`config.mk`:
```
export PLATFORM = sky130hd
export DESIGN_NAME = lcg_random_range_generator
export DESIGN_NICKNAME = d
export VERILOG_FILES = /design/src/hw/rtl/lcg_rng_pkg.sv /design/src/hw/rtl/lcg_random_range_generator.sv /design/src/hw/rtl/lcg_rng_ctrl.sv /design/src/hw/rtl/lcg_rng_dp.sv
export SDC_FILE = /design/constraint.sdc
export NUM_CORES = 1
export LEC_CHECK = 0
export ABC_CLOCK_PERIOD_IN_PS = 8000
export BUFFER_PORTS_ARGS = -buffer_cell sky130_fd_sc_hd__buf_2
export CAP_MARGIN = 10
export CELL_PAD_IN_SITES_DETAIL_PLACEMENT = 0
export CELL_PAD_IN_SITES_GLOBAL_PLACEMENT = 1
export CORE_MARGIN = 3
export CORE_UTILIZATION = 26
export CTS_CLUSTER_SIZE = 10
export DETAILED_ROUTE_END_ITERATION = 6
export PLACE_DENSITY = 0.55
export SLEW_MARGIN = 0
export SYNTH_ARGS = -nofsm -noshare
export SYNTH_HDL_FRONTEND = slang
export SYNTH_SLANG_ARGS = --single-unit
```
`constraint.sdc`:
```
create_clock -name clk_i -period 8 [get_ports clk_i]
set_input_delay 2.4 -clock clk_i [delete_from_list [all_inputs] [get_ports clk_i]]
set_output_delay 2.4 -clock clk_i [all_outputs]
set_load 0.01 [all_outputs]
```
`src/hw/rtl/lcg_rng_pkg.sv`:
```
`default_nettype none

package lcg_rng_pkg;

  localparam int unsigned SEED_W    = 31;
  localparam int unsigned WORD_W    = 32;
  localparam int unsigned SPAN_W    = WORD_W + 1;
  localparam int unsigned DIV_STEPS = SEED_W;
  localparam int unsigned DIV_CNT_W = $clog2(DIV_STEPS);

  localparam logic [SEED_W-1:0] LCG_MUL = 31'd1103515245;
  localparam logic [SEED_W-1:0] LCG_INC = 31'd12345;

  typedef enum logic [1:0] {
    MODE_RAW   = 2'd0,
    MODE_RANGE = 2'd1,
    MODE_MOD   = 2'd2,
    MODE_LOAD  = 2'd3
  } mode_e;

  typedef enum logic [1:0] {
    ST_IDLE,
    ST_DRAW,
    ST_DIVIDE,
    ST_FINISH
  } state_e;

  typedef struct packed {
    logic capture;
    logic advance;
    logic div_step;
    logic finish;
  } cmd_t;

  typedef struct packed {
    logic need_div;
  } sts_t;

endpackage

`default_nettype wire

```
`src/hw/rtl/lcg_random_range_generator.sv`:
```
// lcg_random_range_generator: 31-bit linear congruential generator with
// range and modulo reduction.
// input channel: in_valid_i / in_stall_o with mode_i, range_low_i,
//   range_high_i, modulus_i and new_seed_i; a word is taken when valid is
//   high and stall is low. mode 0 raw draw, 1 signed inclusive range,
//   2 unsigned modulo, 3 seed load.
// output channel: out_valid_o / out_stall_i with result_value_o and
//   error_flag_o, one result word per input word, in order.
// sequence: a range or modulo word is captured while idle, then passes
//   through one seed update in the multiplier, 31 steps of the radix-2
//   remainder unit and a finish state that registers the result; raw
//   draws, seed loads and words with an empty range or zero modulus skip
//   the divider. the next word is taken once the result is registered.
// a finished result sits in the output register, so the next input word is
//   taken while the receiver stalls; a second result waits in the controller
//   until the register is free, and input stall stays high meanwhile.
// reset clears the seed to zero and drops both valid paths.
`default_nettype none

module lcg_random_range_generator
  import lcg_rng_pkg::*;
(
  input  wire  logic                     clk_i,
  input  wire  logic                     rst_ni,
  input  wire  logic                     in_valid_i,
  output logic                           in_stall_o,
  input  wire  logic [1:0]               mode_i,
  input  wire  logic signed [WORD_W-1:0] range_low_i,
  input  wire  logic signed [WORD_W-1:0] range_high_i,
  input  wire  logic [WORD_W-1:0]        modulus_i,
  input  wire  logic [SEED_W-1:0]        new_seed_i,
  output logic                           out_valid_o,
  input  wire  logic                     out_stall_i,
  output logic signed [WORD_W-1:0]       result_value_o,
  output logic                           error_flag_o
);

  cmd_t cmd;
  sts_t sts;

  lcg_rng_ctrl u_ctrl (
    .clk_i       (clk_i),
    .rst_ni      (rst_ni),
    .in_valid_i  (in_valid_i),
    .in_stall_o  (in_stall_o),
    .out_valid_o (out_valid_o),
    .out_stall_i (out_stall_i),
    .sts_i       (sts),
    .cmd_o       (cmd)
  );

  lcg_rng_dp u_dp (
    .clk_i          (clk_i),
    .rst_ni         (rst_ni),
    .cmd_i          (cmd),
    .sts_o          (sts),
    .mode_i         (mode_i),
    .range_low_i    (range_low_i),
    .range_high_i   (range_high_i),
    .modulus_i      (modulus_i),
    .new_seed_i     (new_seed_i),
    .result_value_o (result_value_o),
    .error_flag_o   (error_flag_o)
  );

endmodule

`default_nettype wire

```
`src/hw/rtl/lcg_rng_ctrl.sv`:
```
`default_nettype none

module lcg_rng_ctrl
  import lcg_rng_pkg::*;
(
  input  wire  logic clk_i,
  input  wire  logic rst_ni,
  input  wire  logic in_valid_i,
  output logic       in_stall_o,
  output logic       out_valid_o,
  input  wire  logic out_stall_i,
  input  wire  sts_t sts_i,
  output cmd_t       cmd_o
);

  state_e               state_q, state_d;
  logic [DIV_CNT_W-1:0] div_cnt_q, div_cnt_d;
  logic                 out_valid_q, out_valid_d;
  logic                 slot_free;
  logic                 div_last;

  assign slot_free = !out_valid_q || !out_stall_i;
  assign div_last  = (div_cnt_q == DIV_CNT_W'(DIV_STEPS - 1));

  always_comb begin
    state_d = state_q;
    unique case (state_q)
      ST_IDLE: begin
        if (in_valid_i) state_d = ST_DRAW;
      end
      ST_DRAW: begin
        state_d = sts_i.need_div ? ST_DIVIDE : ST_FINISH;
      end
      ST_DIVIDE: begin
        if (div_last) state_d = ST_FINISH;
      end
      ST_FINISH: begin
        if (slot_free) state_d = ST_IDLE;
      end
      default: state_d = ST_IDLE;
    endcase
  end

  always_comb begin
    cmd_o          = '0;
    cmd_o.capture  = (state_q == ST_IDLE) && in_valid_i;
    cmd_o.advance  = (state_q == ST_DRAW);
    cmd_o.div_step = (state_q == ST_DIVIDE);
    cmd_o.finish   = (state_q == ST_FINISH) && slot_free;
    in_stall_o     = (state_q != ST_IDLE);
  end

  always_comb begin
    div_cnt_d = div_cnt_q;
    if (state_q == ST_DRAW) begin
      div_cnt_d = '0;
    end else if (state_q == ST_DIVIDE) begin
      div_cnt_d = div_cnt_q + DIV_CNT_W'(1);
    end
  end

  always_comb begin
    out_valid_d = out_valid_q;
    if (cmd_o.finish) begin
      out_valid_d = 1'b1;
    end else if (!out_stall_i) begin
      out_valid_d = 1'b0;
    end
  end

  assign out_valid_o = out_valid_q;

  always_ff @(posedge clk_i or negedge rst_ni) begin
    if (!rst_ni) begin
      state_q     <= ST_IDLE;
      div_cnt_q   <= '0;
      out_valid_q <= 1'b0;
    end else begin
      state_q     <= state_d;
      div_cnt_q   <= div_cnt_d;
      out_valid_q <= out_valid_d;
    end
  end

  // a finished word never overwrites one still held by the receiver
  a_no_overwrite: assert property (@(posedge clk_i) disable iff (!rst_ni)
    cmd_o.finish |-> !(out_valid_q && out_stall_i))
    else $error("result overwritten while stalled");

  // division always starts from a fresh draw with a cleared step count
  a_div_entry: assert property (@(posedge clk_i) disable iff (!rst_ni)
    (state_q == ST_DIVIDE) && ($past(state_q) != ST_DIVIDE) |->
      ($past(state_q) == ST_DRAW) && (div_cnt_q == '0))
    else $error("divide entered without draw");

  // the step counter never runs past the last quotient bit
  a_div_bound: assert property (@(posedge clk_i) disable iff (!rst_ni)
    (state_q == ST_DIVIDE) && div_last |=> (state_q == ST_FINISH))
    else $error("divide overran its step count");

endmodule

`default_nettype wire

```
`src/hw/rtl/lcg_rng_dp.sv`:
```
`default_nettype none

module lcg_rng_dp
  import lcg_rng_pkg::*;
(
  input  wire  logic                     clk_i,
  input  wire  logic                     rst_ni,
  input  wire  cmd_t                     cmd_i,
  output sts_t                           sts_o,
  input  wire  logic [1:0]               mode_i,
  input  wire  logic signed [WORD_W-1:0] range_low_i,
  input  wire  logic signed [WORD_W-1:0] range_high_i,
  input  wire  logic [WORD_W-1:0]        modulus_i,
  input  wire  logic [SEED_W-1:0]        new_seed_i,
  output logic signed [WORD_W-1:0]       result_value_o,
  output logic                           error_flag_o
);

  mode_e               mode_in;
  mode_e               mode_q;
  logic [WORD_W-1:0]   low_q;
  logic [SEED_W-1:0]   new_seed_q;
  logic [SPAN_W-1:0]   divisor_q, divisor_d;
  logic                err_q, err_d;
  logic [SEED_W-1:0]   seed_q;
  logic [SEED_W-1:0]   seed_prod;
  logic [SEED_W-1:0]   seed_next;
  logic [SEED_W-1:0]   dividend_q;
  logic [SPAN_W-1:0]   rem_q;
  logic [SPAN_W:0]     trial;
  logic [SPAN_W:0]     trial_diff;
  logic [SPAN_W-1:0]   span;
  logic [WORD_W-1:0]   value_d;
  logic [WORD_W-1:0]   value_q;
  logic                error_q;

  assign mode_in = mode_e'(mode_i);

  // span formed one bit wider so a full range does not wrap
  assign span = {range_high_i[WORD_W-1], range_high_i}
              - {range_low_i[WORD_W-1], range_low_i} + SPAN_W'(1);

  always_comb begin
    divisor_d = {1'b0, modulus_i};
    err_d     = 1'b0;
    unique case (mode_in)
      MODE_RANGE: begin
        divisor_d = span;
        err_d     = (range_high_i < range_low_i);
      end
      MODE_MOD: begin
        err_d = (modulus_i == '0);
      end
      MODE_RAW, MODE_LOAD: begin
        err_d = 1'b0;
      end
      default: err_d = 1'b0;
    endcase
  end

  always_ff @(posedge clk_i) begin
    if (cmd_i.capture) begin
      mode_q     <= mode_in;
      low_q      <= range_low_i;
      new_seed_q <= new_seed_i;
      divisor_q  <= divisor_d;
      err_q      <= err_d;
    end
  end

  assign sts_o.need_div = ((mode_q == MODE_RANGE) || (mode_q == MODE_MOD)) && !err_q;

  // seed update, result kept mod 2^31
  assign seed_prod = LCG_MUL * seed_q;
  assign seed_next = seed_prod + LCG_INC;

  always_ff @(posedge clk_i or negedge rst_ni) begin
    if (!rst_ni) begin
      seed_q <= '0;
    end else if (cmd_i.advance) begin
      seed_q <= (mode_q == MODE_LOAD) ? new_seed_q : seed_next;
    end
  end

  // restoring divider, one dividend bit per step
  assign trial      = {rem_q, dividend_q[SEED_W-1]};
  assign trial_diff = trial - {1'b0, divisor_q};

  always_ff @(posedge clk_i) begin
    if (cmd_i.advance) begin
      dividend_q <= seed_next;
      rem_q      <= '0;
    end else if (cmd_i.div_step) begin
      dividend_q <= {dividend_q[SEED_W-2:0], 1'b0};
      if (!trial_diff[SPAN_W]) begin
        rem_q <= trial_diff[SPAN_W-1:0];
      end else begin
        rem_q <= trial[SPAN_W-1:0];
      end
    end
  end

  always_comb begin
    value_d = '0;
    unique case (mode_q)
      MODE_RAW:   value_d = {1'b0, seed_q};
      MODE_RANGE: value_d = low_q + rem_q[WORD_W-1:0];
      MODE_MOD:   value_d = rem_q[WORD_W-1:0];
      MODE_LOAD:  value_d = '0;
      default:    value_d = '0;
    endcase
    if (err_q) value_d = '0;
  end

  always_ff @(posedge clk_i) begin
    if (cmd_i.finish) begin
      value_q <= value_d;
      error_q <= err_q;
    end
  end

  assign result_value_o = $signed(value_q);
  assign error_flag_o   = error_q;

  // partial remainder stays below the divisor through every step
  a_rem_bound: assert property (@(posedge clk_i) disable iff (!rst_ni)
    cmd_i.div_step |-> (rem_q < divisor_q))
    else $error("partial remainder out of range");

endmodule

`default_nettype wire

```
### Word-level counts from Yosys, hierarchy flattened

Index checks and enable logic that the tools add are counted.

| cells by class | value |
|---|---|
| reduce and logical (&&, ||, !) cells | 16 |
| equality and inequality tests | 14 |
| add/sub/neg operators | 6 |
| multiply operators | 1 |
| magnitude comparators | 1 |
| muxes and demuxes | 16 |

Operator list:

| cell | number |
|---|---|
| $pmux W32 S4 | 1 |
| $mux W31 | 3 |
| $sub A34 B33 Y34 | 1 |
| $add A33 B1 Y33 const B | 1 |
| $mux W33 | 1 |
| $sub A32 B32 Y33 | 1 |
| $add A32 B32 Y32 | 1 |
| $logic_not A32 Y1 | 1 |
| $lt A32 B32 Y1 | 1 |
| $mux W32 | 1 |
| $add A31 B14 Y31 const B | 1 |
| $mul A31 B31 Y31 const A | 1 |
| $eq A2 B2 Y1 const B | 6 |
| $mux W5 | 2 |
| $pmux W2 S4 | 1 |
| $eq A2 B1 Y1 const B | 3 |
| $logic_not A2 Y1 | 3 |
| $mux W2 | 3 |
| $ne A2 B1 Y1 const B | 3 |
| $add A5 B1 Y5 const B | 1 |
| $eq A5 B5 Y1 const B | 1 |
| $reduce_bool A2 Y1 | 2 |
| $logic_and A1 B1 Y1 | 3 |
| $logic_not A1 Y1 | 3 |
| other kinds (6) | 9 |

| storage, ports and cells | value |
|---|---|
| input port bits | 133 |
| output and inout port bits | 35 |
| logic and storage cells | 68 |
| register bits | 235 |

### Longest topological paths before layout

| depth | value |
|---|---|
| depth after elaboration | 5 |
| gate-level depth with buffers | 27 |
| gate-level depth less buffers | 27 |

### Cells and area by module

Synthesis repeated with hierarchy kept, for this count alone.

| second synthesis, totals | value |
|---|---|
| cells, all modules | 2470 |
| area, all modules | 24415.9 µm² |

Modules (own cells, without submodules):

| module | area each (µm²) | times used | seq. area each (µm²) | cells each |
|---|---|---|---|---|
| lcg_rng_dp | 23909.2 | 1 | 6331.1 | 2417 |
| lcg_rng_ctrl | 506.7 | 1 | 200.2 | 53 |

### Worst setup path after synthesis

Ideal clock, no wire load.

| timing path | value |
|---|---|
| kind | register to register |
| start point | register u_dp.seed_q[4] |
| end point | register u_dp.dividend_q[29] (data pin) |
| period minus slack after synthesis | 6.733 ns |
| required time | 7.740 ns |
| library setup time | 0.260 ns |
| path buffers | 0 |
| data arrival time | 6.474 ns |
| path slack | 1.267 ns |
| stages on the path, launching flop included | 25 |
| path through | dfrtp_1 -> fa_1 -> xor2_1 -> ha_1 -> a21o_1 -> fa_1 -> inv_1 -> fa_1 -> inv_1 -> fa_1 -> ha_1 -> fa_1 -> inv_1 -> fa_1 -> inv_1 -> ha_1 -> o21ai_0 -> nand2b_1 -> nor2b_1 -> a32oi_1 -> o21ai_1 -> a2111oi_0 -> o21bai_1 -> xor2_1 -> mux2_2 |

| between the ends | value |
|---|---|
| longest elaborated chain between the ends | 3 |

RTL lines:

| item | line | text |
|---|---|---|
| start: declaration | lcg_rng_dp.sv:25 | `logic [SEED_W-1:0] seed_q;` |
| start signal: assignment | lcg_rng_dp.sv:81 | `seed_q <= (mode_q == MODE_LOAD) ? new_seed_q : seed_next;` |
| $mul A31 B31 Y31 | lcg_rng_dp.sv:74 | `assign seed_prod = LCG_MUL * seed_q;` |
| $add A31 B14 Y31 | lcg_rng_dp.sv:75 | `assign seed_next = seed_prod + LCG_INC;` |
| $mux W31 | lcg_rng_dp.sv:90 | `if (cmd_i.advance) begin` |
| end signal: assignment | lcg_rng_dp.sv:91 | `dividend_q <= seed_next;` |
| end signal: assignment | lcg_rng_dp.sv:94 | `dividend_q <= {dividend_q[SEED_W-2:0], 1'b0};` |
| end: declaration | lcg_rng_dp.sv:28 | `logic [SEED_W-1:0] dividend_q;` |

Every way passes these cells.
A chain may end at the register's enable or synchronous reset.

### Final worst setup path

Same ends and word-level chain as after synthesis.

==> impl_metrics.yaml <==
status:
  status: "finished, final reports clean"
worst_hold_path:
  hold_path_depth: 2
  hold_class: "reg -> reg"
routing:
  wl_per_cell_um: 19.8
  drt_wl_total_um: 79600
  first_pass_iters: 5
  ant_nets: 0
  vias: 19000
  drcViolationCount: 0
  drt_iter0_drc: 1009
  viasPerCell: 4.73
finish:
  diodes: 0
  fin_nets: 3427
  layout-drive-gt1-share_pct: 11.1
  area_growth_pct: 13.7
  final_util_pct: 30.1
  regArea_um2: 6530
  final_common_cell: "inv_1"
  fin_area_um2: 28300
  fill_cells: 9969
  multi_input_comb_area_um2: 16300
  final_cell_mix: "inv_1, ha_1, fa_1"
global_routing:
  grtUsageMet1_pct: 21.3
  antenna_found_initial: 4
  use_met3_pct: 1.80
  busiest_layer: "met2"
  grt_max_degree: 70
  gr-total-overflow: 0
  met2_usage_pct: 28.0
  grt_pass1_wl_um: 123000
  grt_pass1_vias: 20300
  track_usage_pct: 16.1
setup_path:
  end_kind: "register"
  r2r_setup_slack_ps: 410
  critPathLaunchType: "register"
  cpMostUsedCell: "fa_1"
  cp_data_required_time_ps: 8300
  reg2reg_depth: 23
  critical_path.max_fanout: 9
  slowest_delay_ps: 600
  worstPathArrival_ps: 7890
  cp_slowest_cell: "fa_1"
  r2r_end: "u_dp.dividend_q[29]$_DFFE_PP_"
  worstSetupEndpoint: "u_dp.dividend_q[29]$_DFFE_PP_"
  startpoint: "u_dp.seed_q[4]$_DFFE_PN0P_"
  path_cells: "fa_1 > xor2_1 > ha_1 > a21o_1 > fa_1 > inv_1 > fa_1 > inv_1 > fa_1 > ha_1 > fa_1 > inv_1 > fa_1 > inv_1 > ha_1 > a211oi_1 > o21ai_0 > a32oi_1 > o21ai_1 > a2111oi_0 > o21bai_1 > xor2_1 > mux2_2"
  path_class: "reg -> reg"
  regToRegStartpoint: "u_dp.seed_q[4]$_DFFE_PN0P_"
sta:
  relSlewSlack_pct: 40.0
  finalMaxSlewViolations: 0
  worst_pin_slew_ps: 892
  fin_hold_ws_ps: 468
  rsz0062_at_grt: "false"
  hold_viol: 0
  skew_ps: 14.0
  timing.setup.tns_ps: 0
  fin_crit_ps: 7590
  post-route-period-util_pct: 94.9
  setup_viol: 0
  max_freq_ghz: 0.132
placement:
  place_area_um2: 27200
  place.gp.congestion: 0.953
  dp_hpwl_um: 66300
  io_buffers: 167
clocking:
  cts_buffer_depth: 3
  cts_tree: "yes"
  clock_latency_ps: 550
  numCtsBuffers: 34
  h-tree-depth: 2
  cts-root-buf: "clkbuf_16"
  clkTransAtPathRegs_ps: 60
  cts_sinks: 235
  ctsHoldBuffers: 0
synthesis:
  synth_cell_types: 87
  yosysSeqAreaShare_pct: 26.2
  synth_top_area_share_pct: 19.7
  synthFlopType: "edfxtp_1"
  synth_area_leader_cell: "edfxtp_1"
  ys_top_cells_by_area: "edfxtp_1, ha_1, fa_1, inv_1, dfrtp_1"
  ys_warn_count: 0
  syn_inst: 2587
  async_reset_ff_share_pct: 16.6
  syn-num-nets: 3270
  synth.avg_cell_area_um2: 9.63
  synth-seq-cells: 235
  synth_edf_count: 163
  syn_area_um2: 24900
floorplan:
  dieWidth_um: 315
  core-area_um2: 94200
  die-area_um2: 99500
  io-pin-count: 168
  initial_core_util_pct: 26.4
  die_height_um: 315
  row_count: 112
run:
  cap_violations: 0
per-stage QoR:
step | cells | setup slack [ps]
2_1_floorplan | 2587 | 1270
3_3_place_gp | 3962 | 496
3_5_place_dp | 3962 | 476
4_1_cts | 4022 | 410
5_1_grt | 4022 | 0.489
6_report | 4022 | 408
area by class of cell:
class	instances	area share, %
clock buffers	50	3.43
clock inverters	10	0.384
inverters	483	6.40
multi-input cells	1799	57.6
flip-flops and latches	235	23.1
well taps	1254	5.54
repair buffers	191	3.59
worst max-delay path: cells and delay by family, from the launching register on:
kind | cells | cell delay [ps]
compound gates | 7 | 1930
buf+inv | 4 | 230
mux | 1 | 270
xor+xnor | 2 | 350
flops | 1 | 520
fa+ha+maj | 9 | 4010
cell usage after synthesis, drive strengths merged (8+ instances only):
cell type and number:
nor4 11, a21boi 12, and2 11, or3 20, buf 13, a221oi 30
nand2b 17, mux2 31, o31ai 15, clkbuf 57, o21a 18, a31oi 31
a21o 49, o21ai 113, a211oi 27, a2111oi 9, and3 18, dfxtp 33
o211ai 16, nor2 117, dfrtp 39, mux2i 11, o21bai 24, ha 358
nor2b 30, nand2 150, nor3 30, nor3b 10, a21oi 135, nand4 11
a311oi 24, nand3 52, edfxtp 163, inv 483, fa 192, or2 8
xnor2 91, xor2 34
logic make-up (layout without fill, tap and decap cells):
kind of cell / count (synthesis) / after routing / synth area share (%)
AOI/OAI and AO/OA: 572 / 572 / 15.6
muxes: 42 / 42 / 1.84
and+or+nand+nor: 510 / 510 / 10.1
xor gates and xnor gates: 125 / 125 / 4.40
adders and majority gates: 550 / 550 / 33.4
DFF: 235 / 235 / 26.2
buffers and inverters: 553 / 734 / 8.45
worst min-delay path by stage:
stage / from / to
floorplan: u_dp.err_q$_DFFE_PP_ / u_dp.error_flag_o$_DFFE_PP_
global placement: u_dp.new_seed_q[30]$_DFFE_PP_ / u_dp.seed_q[30]$_DFFE_PN0P_
detailed placement: u_dp.new_seed_q[19]$_DFFE_PP_ / u_dp.seed_q[19]$_DFFE_PN0P_
CTS: u_dp.new_seed_q[30]$_DFFE_PP_ / u_dp.seed_q[30]$_DFFE_PN0P_
global route: u_dp.new_seed_q[30]$_DFFE_PP_ / u_dp.seed_q[30]$_DFFE_PN0P_
finish: u_dp.new_seed_q[30]$_DFFE_PP_ / u_dp.seed_q[30]$_DFFE_PN0P_
registers in the layout (all words and copies together), names as in the netlist, 5 cells and up:
signal / cells
u_ctrl.div_cnt_q: 5
u_dp.new_seed_q: 31
u_dp.rem_q: 33
u_dp.low_q: 32
u_dp.seed_q: 31
u_dp.result_value_o: 32
u_dp.divisor_q: 33
u_dp.dividend_q: 31
layer usage:
layer	wire length (um)	vias up
met5	0	-
met4	1630	0
met3	2430	83
met2	38500	365
met1	37000	9307
li1	-	9262
timing repair:
item	CTS	global route
endpoints found under the setup margin	0	1
gates resized for setup	0	1
buffers inserted	0	0
Power is not shown: default switching activity piles up to over one toggle a cycle in this logic, so the estimate is an artifact.
